$ cat config.mk
export PLATFORM = sky130hd
export DESIGN_NAME = varint_zigzag_codec_flat
export DESIGN_NICKNAME = d
export VERILOG_FILES = /design/src/hw/rtl/vzz_pkg.sv /design/src/hw/rtl/vzz_item_if.sv /design/src/hw/rtl/vzz_result_if.sv /design/src/hw/rtl/varint_zigzag_codec.sv /design/src/hw/rtl/vzz_queue.sv /design/src/hw/rtl/vzz_front.sv /design/src/hw/rtl/vzz_back.sv /design/src/flat_wrapper.sv
export SDC_FILE = /design/constraint.sdc
export NUM_CORES = 1
export LEC_CHECK = 0
export BUFFER_PORTS_ARGS = -buffer_cell sky130_fd_sc_hd__buf_2
export CORE_ASPECT_RATIO = 1.25
export CORE_UTILIZATION = 48
export DETAILED_ROUTE_END_ITERATION = 8
export GPL_ROUTABILITY_DRIVEN = 0
export PLACE_DENSITY = 0.77
export SLEW_MARGIN = 5
export SYNTH_ARGS = -nofsm -noshare
export SYNTH_HDL_FRONTEND = slang
export SYNTH_HIERARCHICAL = 1
export SYNTH_SLANG_ARGS = --single-unit
export TNS_END_PERCENT = 30
$ cat constraint.sdc
create_clock -name clk -period 13.9 [get_ports clk]
set_input_delay 2.78 -clock clk [delete_from_list [all_inputs] [get_ports clk]]
set_output_delay 2.78 -clock clk [all_outputs]
set_load 0.02 [all_outputs]
$ cat src/hw/rtl/vzz_pkg.sv
// Package: shared constants and types for the varint/zigzag codec.
`default_nettype none
package vzz_pkg;

  // Opcodes of an input transaction
  localparam logic OP_ENCODE = 1'b0;
  localparam logic OP_DECODE = 1'b1;

  // Kinds of a result transaction
  localparam logic KIND_BYTE  = 1'b0;
  localparam logic KIND_VALUE = 1'b1;

  // Byte format
  localparam logic [7:0] CONT_BIT     = 8'h80;
  localparam logic [6:0] PAYLOAD_MASK = 7'h7F;
  localparam int unsigned PAYLOAD_BITS = 7;

  // Maximum run length per form
  localparam logic [3:0] NARROW_MAX_BYTES = 4'd5;
  localparam logic [3:0] WIDE_MAX_BYTES   = 4'd10;

  // Default depth of the queue between front and back end (at least 2)
  localparam int unsigned QUEUE_DEPTH = 4;

  // Job handed from the front end to the back end
  typedef struct packed {
    logic        kind;       // KIND_BYTE: serialize value, KIND_VALUE: emit value
    logic        is_signed;  // zigzag-decode on emit (value jobs)
    logic        is_wide;    // 64-bit form (value jobs)
    logic [63:0] value;      // mapped value to encode, or raw accumulated value
  } vzz_job_t;

  // Queue status seen by the front end
  typedef struct packed {
    logic full;
  } vzz_qstat_t;

endpackage
`default_nettype wire

$ cat src/hw/rtl/vzz_item_if.sv
// Interface: input channel of the codec (valid/ready plus item fields).
`default_nettype none
interface vzz_item_if;
  logic        valid;
  logic        ready;
  logic        opcode;
  logic        is_signed;
  logic        is_wide;
  logic [63:0] value_in;
  logic [7:0]  byte_in;

  modport source (output valid, opcode, is_signed, is_wide, value_in, byte_in,
                  input ready);
  modport sink   (input valid, opcode, is_signed, is_wide, value_in, byte_in,
                  output ready);
endinterface
`default_nettype wire

$ cat src/hw/rtl/vzz_result_if.sv
// Interface: result channel of the codec (valid/ready plus result fields).
`default_nettype none
interface vzz_result_if;
  logic        valid;
  logic        ready;
  logic        out_kind;
  logic [7:0]  byte_out;
  logic [63:0] value_out;
  logic        last;

  modport source (output valid, out_kind, byte_out, value_out, last,
                  input ready);
  modport sink   (input valid, out_kind, byte_out, value_out, last,
                  output ready);
endinterface
`default_nettype wire

$ cat src/hw/rtl/varint_zigzag_codec.sv
// Top level: base-128 varint codec with zigzag mapping, 32- and 64-bit forms.
// A result passes the job queue, the back end's job register and its output register.
// Throughput: one input transaction per cycle while the job queue has room;
// the back end emits one result per cycle while result.ready allows (one per byte).
// Reset clears the queue, the decode run state and the output valid; no clearing pass.
`default_nettype none
module varint_zigzag_codec #(
  parameter int unsigned QueueDepth = vzz_pkg::QUEUE_DEPTH
) (
  input  wire          clk,
  input  wire          rst,
  vzz_item_if.sink     item,
  vzz_result_if.source result
);

  vzz_pkg::vzz_job_t   push_job;
  vzz_pkg::vzz_job_t   head_job;
  vzz_pkg::vzz_qstat_t qstat;
  logic                push;
  logic                pop;
  logic                empty;

  vzz_front u_front (
    .clk      (clk),
    .rst      (rst),
    .item     (item),
    .qstat    (qstat),
    .push     (push),
    .push_job (push_job)
  );

  vzz_queue #(
    .Depth (QueueDepth)
  ) u_queue (
    .clk      (clk),
    .rst      (rst),
    .push     (push),
    .push_job (push_job),
    .stat     (qstat),
    .pop      (pop),
    .head_job (head_job),
    .empty    (empty)
  );

  vzz_back u_back (
    .clk      (clk),
    .rst      (rst),
    .head_job (head_job),
    .empty    (empty),
    .pop      (pop),
    .result   (result)
  );

endmodule
`default_nettype wire

$ cat src/hw/rtl/vzz_queue.sv
// Module: small register FIFO of jobs between the front and back end.
`default_nettype none
module vzz_queue #(
  parameter int unsigned Depth = vzz_pkg::QUEUE_DEPTH
) (
  input  wire                    clk,
  input  wire                    rst,
  input  wire                    push,
  input  vzz_pkg::vzz_job_t      push_job,
  output vzz_pkg::vzz_qstat_t    stat,
  input  wire                    pop,
  output vzz_pkg::vzz_job_t      head_job,
  output logic                   empty
);

  localparam int unsigned PtrW = $clog2(Depth);
  localparam int unsigned CntW = $clog2(Depth + 1);
  localparam logic [PtrW-1:0] LastPtr = PtrW'(Depth - 1);
  localparam logic [CntW-1:0] FullCnt = CntW'(Depth);

  vzz_pkg::vzz_job_t mem [Depth];
  logic [PtrW-1:0] head;
  logic [PtrW-1:0] tail;
  logic [CntW-1:0] count;
  logic            do_push;
  logic            do_pop;

  assign stat.full = (count == FullCnt);
  assign empty     = (count == '0);
  assign head_job  = mem[head];
  assign do_push   = push && !stat.full;
  assign do_pop    = pop && !empty;

  // Storage, no reset needed
  always_ff @(posedge clk) begin
    if (do_push) begin
      mem[tail] <= push_job;
    end
  end

  // Pointers and fill count
  always_ff @(posedge clk) begin
    if (rst) begin
      head  <= '0;
      tail  <= '0;
      count <= '0;
    end else begin
      if (do_push) begin
        tail <= (tail == LastPtr) ? '0 : tail + 1'b1;
      end
      if (do_pop) begin
        head <= (head == LastPtr) ? '0 : head + 1'b1;
      end
      if (do_push && !do_pop) begin
        count <= count + 1'b1;
      end else if (do_pop && !do_push) begin
        count <= count - 1'b1;
      end
    end
  end

endmodule
`default_nettype wire

$ cat src/hw/rtl/vzz_front.sv
// Module: front end; accepts transactions, zigzag-maps encodes, accumulates decodes.
`default_nettype none
module vzz_front (
  input  wire                   clk,
  input  wire                   rst,
  vzz_item_if.sink              item,
  input  vzz_pkg::vzz_qstat_t   qstat,
  output logic                  push,
  output vzz_pkg::vzz_job_t     push_job
);

  // Decode run state
  logic [63:0] acc;
  logic [3:0]  count;
  logic [5:0]  shamt;
  logic        sgn_l;
  logic        wide_l;

  logic        accept;
  logic        first;
  logic        cur_wide;
  logic        cur_sgn;
  logic [5:0]  cur_shamt;
  logic [63:0] mask;
  logic [63:0] contrib;
  logic [63:0] acc_next;
  logic [3:0]  count_next;
  logic [3:0]  max_bytes;
  logic        done;
  logic [63:0] enc_value;
  logic [31:0] narrow_w;

  assign item.ready = !qstat.full;
  assign accept     = item.valid && item.ready;

  // Decode step: place seven payload bits at the current position
  always_comb begin
    first      = (count == 4'd0);
    cur_wide   = first ? item.is_wide   : wide_l;
    cur_sgn    = first ? item.is_signed : sgn_l;
    cur_shamt  = first ? 6'd0 : shamt;
    mask       = cur_wide ? {64{1'b1}} : {32'd0, {32{1'b1}}};
    contrib    = ({57'd0, item.byte_in[6:0] & vzz_pkg::PAYLOAD_MASK} << cur_shamt) & mask;
    acc_next   = (first ? 64'd0 : acc) | contrib;
    count_next = count + 4'd1;
    max_bytes  = cur_wide ? vzz_pkg::WIDE_MAX_BYTES : vzz_pkg::NARROW_MAX_BYTES;
    done       = ((item.byte_in & vzz_pkg::CONT_BIT) == 8'd0) || (count_next == max_bytes);
  end

  // Encode mapping: zigzag when signed, narrow form uses low 32 bits
  always_comb begin
    narrow_w = item.value_in[31:0];
    if (item.is_signed) begin
      narrow_w = {item.value_in[30:0], 1'b0} ^ {32{item.value_in[31]}};
    end
    if (item.is_wide) begin
      enc_value = item.value_in;
      if (item.is_signed) begin
        enc_value = {item.value_in[62:0], 1'b0} ^ {64{item.value_in[63]}};
      end
    end else begin
      enc_value = {32'd0, narrow_w};
    end
  end

  // Job to the queue
  always_comb begin
    push               = 1'b0;
    push_job.kind      = vzz_pkg::KIND_BYTE;
    push_job.is_signed = 1'b0;
    push_job.is_wide   = 1'b0;
    push_job.value     = enc_value;
    if (accept) begin
      if (item.opcode == vzz_pkg::OP_ENCODE) begin
        push = 1'b1;
      end else if (done) begin
        push               = 1'b1;
        push_job.kind      = vzz_pkg::KIND_VALUE;
        push_job.is_signed = cur_sgn;
        push_job.is_wide   = cur_wide;
        push_job.value     = acc_next;
      end
    end
  end

  // Decode run state update; encodes leave it alone
  always_ff @(posedge clk) begin
    if (rst) begin
      acc    <= '0;
      count  <= '0;
      shamt  <= '0;
      sgn_l  <= 1'b0;
      wide_l <= 1'b0;
    end else if (accept && item.opcode == vzz_pkg::OP_DECODE) begin
      if (done) begin
        acc    <= '0;
        count  <= '0;
        shamt  <= '0;
        sgn_l  <= 1'b0;
        wide_l <= 1'b0;
      end else begin
        acc    <= acc_next;
        count  <= count_next;
        shamt  <= cur_shamt + 6'(vzz_pkg::PAYLOAD_BITS);
        sgn_l  <= cur_sgn;
        wide_l <= cur_wide;
      end
    end
  end

endmodule
`default_nettype wire

$ cat src/hw/rtl/vzz_back.sv
// Module: back end; serializes encode jobs into bytes, emits decoded values.
`default_nettype none
module vzz_back (
  input  wire                   clk,
  input  wire                   rst,
  input  vzz_pkg::vzz_job_t     head_job,
  input  wire                   empty,
  output logic                  pop,
  vzz_result_if.source          result
);

  // Job in progress
  logic        busy;
  logic        kind;
  logic        sgn;
  logic        wide;
  logic [63:0] work;

  logic        advance;
  logic        finish;
  logic        is_final_byte;
  logic [7:0]  byte_next;
  logic [63:0] value_next;
  logic [31:0] narrow_dec;

  assign advance       = busy && (!result.valid || result.ready);
  assign is_final_byte = (work[63:7] == 57'd0);
  assign finish        = advance && (kind == vzz_pkg::KIND_VALUE || is_final_byte);
  assign pop           = !empty && (!busy || finish);

  // Result of the current step
  always_comb begin
    byte_next  = {1'b0, work[6:0] & vzz_pkg::PAYLOAD_MASK};
    if (!is_final_byte) begin
      byte_next = byte_next | vzz_pkg::CONT_BIT;
    end
    narrow_dec = {1'b0, work[31:1]} ^ {32{work[0]}};
    if (!sgn) begin
      value_next = work;
    end else if (wide) begin
      value_next = {1'b0, work[63:1]} ^ {64{work[0]}};
    end else begin
      value_next = {{32{narrow_dec[31]}}, narrow_dec};
    end
  end

  // Job register and byte shifter
  always_ff @(posedge clk) begin
    if (rst) begin
      busy <= 1'b0;
    end else if (pop) begin
      busy <= 1'b1;
    end else if (finish) begin
      busy <= 1'b0;
    end
  end

  always_ff @(posedge clk) begin
    if (pop) begin
      kind <= head_job.kind;
      sgn  <= head_job.is_signed;
      wide <= head_job.is_wide;
      work <= head_job.value;
    end else if (advance) begin
      work <= work >> vzz_pkg::PAYLOAD_BITS;
    end
  end

  // Output register
  always_ff @(posedge clk) begin
    if (rst) begin
      result.valid <= 1'b0;
    end else if (advance) begin
      result.valid <= 1'b1;
    end else if (result.ready) begin
      result.valid <= 1'b0;
    end
  end

  always_ff @(posedge clk) begin
    if (advance) begin
      result.out_kind <= kind;
      if (kind == vzz_pkg::KIND_VALUE) begin
        result.byte_out  <= 8'd0;
        result.value_out <= value_next;
        result.last      <= 1'b1;
      end else begin
        result.byte_out  <= byte_next;
        result.value_out <= 64'd0;
        result.last      <= is_final_byte;
      end
    end
  end

endmodule
`default_nettype wire
$ cat src/flat_wrapper.sv
// flat-port wrapper written by rule: the top's interface ports become plain ports
module varint_zigzag_codec_flat 
#(
  parameter int unsigned QueueDepth = vzz_pkg::QUEUE_DEPTH
)
  (clk, rst, item_valid, item_opcode, item_is_signed, item_is_wide, item_value_in, item_byte_in, item_ready, result_valid, result_out_kind, result_byte_out, result_value_out, result_last, result_ready);
  vzz_item_if item_i ();
  vzz_result_if result_i ();
  input  wire clk;
  input  wire rst;
  input wire logic [$bits(item_i.valid)-1:0] item_valid;
  input wire logic [$bits(item_i.opcode)-1:0] item_opcode;
  input wire logic [$bits(item_i.is_signed)-1:0] item_is_signed;
  input wire logic [$bits(item_i.is_wide)-1:0] item_is_wide;
  input wire logic [$bits(item_i.value_in)-1:0] item_value_in;
  input wire logic [$bits(item_i.byte_in)-1:0] item_byte_in;
  output wire logic [$bits(item_i.ready)-1:0] item_ready;
  output wire logic [$bits(result_i.valid)-1:0] result_valid;
  output wire logic [$bits(result_i.out_kind)-1:0] result_out_kind;
  output wire logic [$bits(result_i.byte_out)-1:0] result_byte_out;
  output wire logic [$bits(result_i.value_out)-1:0] result_value_out;
  output wire logic [$bits(result_i.last)-1:0] result_last;
  input wire logic [$bits(result_i.ready)-1:0] result_ready;
  assign item_i.valid = item_valid;
  assign item_i.opcode = item_opcode;
  assign item_i.is_signed = item_is_signed;
  assign item_i.is_wide = item_is_wide;
  assign item_i.value_in = item_value_in;
  assign item_i.byte_in = item_byte_in;
  assign item_ready = item_i.ready;
  assign result_valid = result_i.valid;
  assign result_out_kind = result_i.out_kind;
  assign result_byte_out = result_i.byte_out;
  assign result_value_out = result_i.value_out;
  assign result_last = result_i.last;
  assign result_i.ready = result_ready;
  varint_zigzag_codec #(.QueueDepth(QueueDepth)) u_core (.clk(clk), .rst(rst), .item(item_i), .result(result_i));
endmodule
Word level (Yosys, flattened, before mapping):

Memories as Yosys holds them, arrays and structs flattened. A register that Yosys moved wholly into a read port is not among the register bits.
Cells that the tools add are included.

* logic and storage cells: 100
* register bits after elaboration: 226
* bits in writable memories: 268
* bits in read-only memories: 0
* latch bits: 0
* input bits: 79
* output and inout port bits: 76
* memories: 1

Memory list
* u_core.u_queue.mem: words 4, bits a word 67, rd ports 1, clocked after Yosys merged registers in 1, wr ports 1, RTL line vzz_queue.sv:21 `vzz_pkg::vzz_job_t mem [Depth];`

* $add $sub $neg: 6
* multiplexer cells: 37
* reductions and logical operators: 27
* multiply operators: 0
* bitwise logic cells: 6
* equality and inequality tests: 4
* shift operators: 1
* divide/modulo/power cells: 0
* magnitude comparators: 0

Operators by type and width (number)
* 64-bit two-way mux: 9
* 67-bit two-way mux: 3
* 64-bit AND: 1
* 64-bit bitwise OR: 1
* 7-bit by 6-bit << shifter with 64-bit output: 1
* 63-bit by 64-bit bitwise XOR with 64-bit output: 1
* 64-bit bitwise XOR: 1
* 57-bit zero test: 1
* 32-bit two-way mux: 1
* 31-bit by 32-bit bitwise XOR with 32-bit output: 1
* 32-bit bitwise XOR: 1
* 1-bit two-way mux: 13
* 6-bit two-way mux: 2
* 1-bit logical AND: 9
* 8-bit zero test: 1
* 2-bit two-way mux: 4
* 4-bit two-way mux: 2
* 8-bit two-way mux: 1
* 2-bit nonzero test: 4
* 6-bit by 3-bit adder with 6-bit output (second input constant): 1
* 1-bit zero test: 6
* 3-bit two-way mux: 2
* 2-bit by 1-bit adder with 2-bit output (second input constant): 2
* 4-bit by 1-bit adder with 4-bit output (second input constant): 1
* 8 further kinds: 12

Longest topological paths before layout:

* depth in word-level cells: 13
* depth in mapped cells: 16
* gate-level depth less buffers: 15

Hierarchy:

Netlist, hierarchy kept.

By module, submodules not included
* vzz_queue: instances 1, area an instance 10172.3 sq um, cells each 400
* vzz_back: instances 1, area an instance 7104.3 sq um, cells each 510
* vzz_front: instances 1, area an instance 6177.2 sq um, cells each 818

Worst setup path before layout:

OpenSTA, ideal clock, no wires.

* kind: input-to-reg
* from: input port result_ready
* to: register u_core.u_back.result.byte_out[0] (enable)
* stages: 2
* slack: 7.234 ns
* library setup time: 0.515 ns
* arrival: 6.151 ns
* cell sequence: nor2b_1 nor2b_1

* cells in the longest elaborated chain, start to end: 2

Ends and longest elaborated chain
* from (decl): RTL line flat_wrapper.sv:23 `input wire logic [$bits(result_i.ready)-1:0] result_ready;`
* 1-bit logical OR: RTL line vzz_back.sv:26 `assign advance = busy && (!result.valid || result.ready);`
* 1-bit logical AND: RTL line vzz_back.sv:26
* net u_core.u_back.advance: RTL line vzz_back.sv:19 `logic advance;`
* to (signal assigned): RTL line vzz_back.sv:88 `result.byte_out <= byte_next;`
* to (decl): RTL line vzz_result_if.sv:11 `modport source (output valid, out_kind, byte_out, value_out, last,`

The timed path passes the listed nets, and every way through them passes these cells.
A chain may end at the register's enable or synchronous reset.

Worst setup path in the final report:

* from: input port result_ready
* to: register u_core.u_queue.count[2]

* cells in the longest elaborated chain, start to end: 9
* elaborated cells on any way between the ends: 11
* classes of those cells: mux (1); reduce/logical (10)

Ends and longest elaborated chain
* 1-bit logical OR (*): RTL line vzz_back.sv:26
* 1-bit logical AND (*): RTL line vzz_back.sv:26
* 1-bit logical AND (*): RTL line vzz_back.sv:28 `assign finish = advance && (kind == vzz_pkg::KIND_VALUE || is_final_byte);`
* 1-bit logical OR (*): RTL line vzz_back.sv:29 `assign pop = !empty && (!busy || finish);`
* 1-bit logical AND (*): RTL line vzz_back.sv:29
* net u_core.pop: RTL line varint_zigzag_codec.sv:20 `logic pop;`
* 1-bit logical AND (*): RTL line vzz_queue.sv:32 `assign do_pop = pop && !empty;`
* 1-bit zero test: RTL line vzz_queue.sv:54 `if (do_push && !do_pop) begin`
* 1-bit logical AND: RTL line vzz_queue.sv:54
* 3-bit two-way mux or 2-bit nonzero test (tied branches)
* to (signal assigned): RTL line vzz_queue.sv:55 `count <= count + 1'b1;`
* to (signal assigned): RTL line vzz_queue.sv:57 `count <= count - 1'b1;`
* to (decl): RTL line vzz_queue.sv:24 `logic [CntW-1:0] count;`

Mark *: on every way through the listed nets, which the timed path passes. The rest lies on a longest branch.

==> flow_summary.yaml <==
logic_synthesis:
  ys_top_cells_by_area: "edfxtp_1, dfxtp_1, mux4_2"
  synth_seq_cells: 496
  postSynthAreaPerCell_um2: 13.6
  seq_area_frac_synth_pct: 59.8
  yosys_warnings: 6
  async_flop_share_pct: 0
  synth_cell_types: 85
  syn_nets: 1816
  synth_cells: 1728
  synthFlopType: "edfxtp_1"
  syn_area_mm2: 0.0235
  yosys.area.top_type: "edfxtp_1"
  synth_edf_count: 409
  yosys.area.top_type_share_pct: 52.4
grt:
  grt_first_pass_wirelength_um: 88900
  busiest_layer: "met2"
  grt_use_total_pct: 23.6
  gr-total-overflow: 0
  grt_pass1_vias: 14800
  grt_util_met2_pct: 38.7
  grt_start_max_net_pins: 104
  use_met3_pct: 4.36
  antenna_found_initial: 1
  met1_usage_pct: 30.6
cells_and_area:
  num-fill-cells: 3953
  syn2layout_area_growth_pct: 11.3
  drive_above_1_share_pct: 22.2
  diodes: 0
  nets: 1904
  final_cell_count_no_fill: 2497
drt:
  routed_wl_um: 58600
  first_pass_iters: 6
  vias: 15300
  wire_per_inst_um: 23.5
  ant_nets: 0
  drt-vias-per-instance: 6.14
  route.detailed.drc: 0
  drtIter0Drc: 1846
run:
  drv_cap: 0
sta:
  fmax_mhz: 168
  rsz0062_at_grt: "false"
  finalSetupViolCount: 0
  slew_violations: 0
  setup_tns_ps: 0
  worstMarginPinSlew_ps: 1310
  clock_skew_ps: 20.4
  fin_ws_ps: 7960
  final.min_clock_period_ps: 5940
  slew_headroom_pct: 12.2
  finalCritPeriodShare_pct: 42.7
  final-hold-violation-count: 0
worst_setup_path:
  slowest_delay_ps: 750
  setup.worst_path.class: "in2reg"
  crit_chain: "buf_2, nor2b_1, a21oi_1, o21ai_4, buf_4, inv_1, o31ai_1, ha_1, inv_1, fa_1, xor2_1, or3_1, a21oi_1"
  cp_slowest_cell: "buf_4"
  cp-end-kind: "flip-flop"
  cp_data_required_time_ps: 14380
  cp_top_family: "buffers and inverters"
  cp_data_arrival_time_ps: 6430
  start_kind: "input port"
  cp_max_fo: 65
  cp.buffers_inverters: 4
clocking:
  clk_pin_slew_worst_paths_ps: 60
  htreeDepth: 2
  post_cts_buffers: 0
  cts_num_sinks: 496
  cts_tree: "built"
  ctsResizeCount: 0
  clk_latency_ps: 560
  cts_root_buf: "clkbuf_16"
  cts_buffer_depth: 3
  cts_hold_buffers: 0
  cts_inserted_buffers: 46
power:
  switching_share_pct: 32.4
  pwr_density_cell_mw_per_mm2: 201
  peakVddDrop_mv: 0.0918
  switching_power_w: 0.00170
  p_seq_share_pct: 44.4
  internal-power_w: 0.00355
  pwr-share-comb_pct: 31.6
  pwr-share-clk_pct: 24.0
  leakage_nw: 9.36
  fin_total_pwr_w: 0.00526
placement:
  dpl.hpwl_um: 38900
  place_inst: 2412
  port-buffer-count: 154
  pre_cts_ws_ps: 7390
run_status:
  status: "finished, final reports clean"
floorplanning:
  coreArea_mm2: 0.0482
  rows: 90
  boundaryPins: 155
  die_y_um: 249
  die_area_mm2: 0.0498
  die_width_um: 200
  initial_core_util_pct: 48.7
worst_hold_path:
  hold_class: "reg2reg"
## flip-flops by register name, summed over array words and instances, names as in the netlist, 2 cells and up, named ones only
name	count
u_core/u_queue/count	3
u_core/u_front/count	4
u_core/u_front/shamt	6
u_core/u_back/result.byte_out	8
u_core/u_back/work	64
u_core/u_back/result.value_out	64
u_core/u_queue/mem	268
u_core/u_front/acc	64
u_core/u_queue/tail	2
u_core/u_queue/head	2
## metal layers
metal	part of all wire, %	wire (µm)
met1	38	22100
met2	49	28900
met3	8.9	5200
met4	4.1	2390
met5	0.015	9
## cell families (layout without fill, tap and decap cells)
| logic type | after synthesis | after routing | share of synthesized area [%] |
|---|---|---|---|
| adder cells (fa/ha/maj) | 9 | 9 | 0.512 |
| AO/OA/AOI/OAI | 397 | 397 | 12.8 |
| AND/OR/NAND/NOR | 384 | 384 | 7.54 |
| flip-flops | 496 | 496 | 59.8 |
| buffers and inverters | 161 | 286 | 3.38 |
| XOR/XNOR | 129 | 129 | 4.82 |
| multiplexers | 152 | 152 | 11.1 |
## metrics by stage
step / utilization (%) / instance area (µm²) / hold WS (ps)
detailed placement: 51.0 / 24600 / 437
global placement: 51.0 / 24600 / 424
floorplan: - / 23500 / 416
global route: 54.2 / 26100 / 481
CTS: 54.2 / 26100 / 445
finish: 54.2 / 26100 / 447
## layout make-up
cell class                      count  area [µm²]  share of cell area, %
Clock buffer                       59        1280                   4.91
Clock inverter                     26         238                  0.911
Inverter                           21        78.8                  0.302
Multi-Input combinational cell   1071        8700                   33.3
Sequential cell                   496       14000                   53.7
Tap cell                          644         806                   3.09
Timing Repair Buffer              180         968                   3.71
## cell usage in the layout (no fill, tap or decap), types with 8 or more instances in the layout
cell type	Yosys	routed
edfxtp_1	409	409
nand2_1	207	207
buf_2	29	153
dfxtp_1	87	85
xnor2_1	82	82
a21oi_1	74	72
mux4_2	67	67
o211a_1	62	62
o21ai_0	58	58
nor2_1	49	49
clkbuf_16	0	47
xor2_1	47	47
mux2_4	42	42
a22o_1	40	40
a221oi_1	35	35
nor2b_1	29	28
buf_4	5	27
nand3_1	22	22
mux2i_1	22	21
mux2_2	20	20
inv_1	19	19
o211ai_1	17	17
nor4_1	16	16
o2111ai_1	16	16
a22oi_1	14	14
nor3_1	11	11
clkinv_2	0	10
a31oi_1	9	9
a211oi_1	8	8
ha_1	8	8
## final timing paths
check	start	endpoint	slack, ps	depth (start not counted)
setup / recovery	result_ready	u_core/u_queue/count[2]$_SDFFE_PP0P_	7960	13
hold / removal	u_core/u_front/acc[8]$_SDFFE_PP0P_	u_core/u_front/acc[8]$_SDFFE_PP0P_	450	2
setup reg to reg	u_core/u_front/count[0]$_SDFFE_PP0P_	u_core/u_queue/mem[3][53]$_DFFE_PP_	9470	8
hold reg to reg	u_core/u_front/acc[8]$_SDFFE_PP0P_	u_core/u_front/acc[8]$_SDFFE_PP0P_	450	2
## tightest hold or removal path, delay by kind of cell (launching register included)
family | cells | cell delay [ps]
DFF | 1 | 310
and+or+nand+nor | 2 | 90
## power by group through the flow
stage	Sequential, W	Clock, W	Combinational [W]
6_report	0.00233	0.00126	0.00166
3_3_place_gp	0.00235	0	0.00162
5_1_grt	0.00237	0.00134	0.00180
3_5_place_dp	0.00237	0	0.00166
4_1_cts	0.00234	0.00128	0.00167
2_1_floorplan	0.00235	0	0.00126
## synth_stat cells (all sizes together) (36+ instances only)
master,number
edfxtp,409
nand2,207
dfxtp,87
xnor2,82
clkbuf,75
a21oi,74
mux4,67
buf,65
o21ai,65
mux2,62
o211a,62
nor2,49
xor2,47
a22o,40
a221oi,36
No activity file was read; power rests on OpenSTA's default activity.
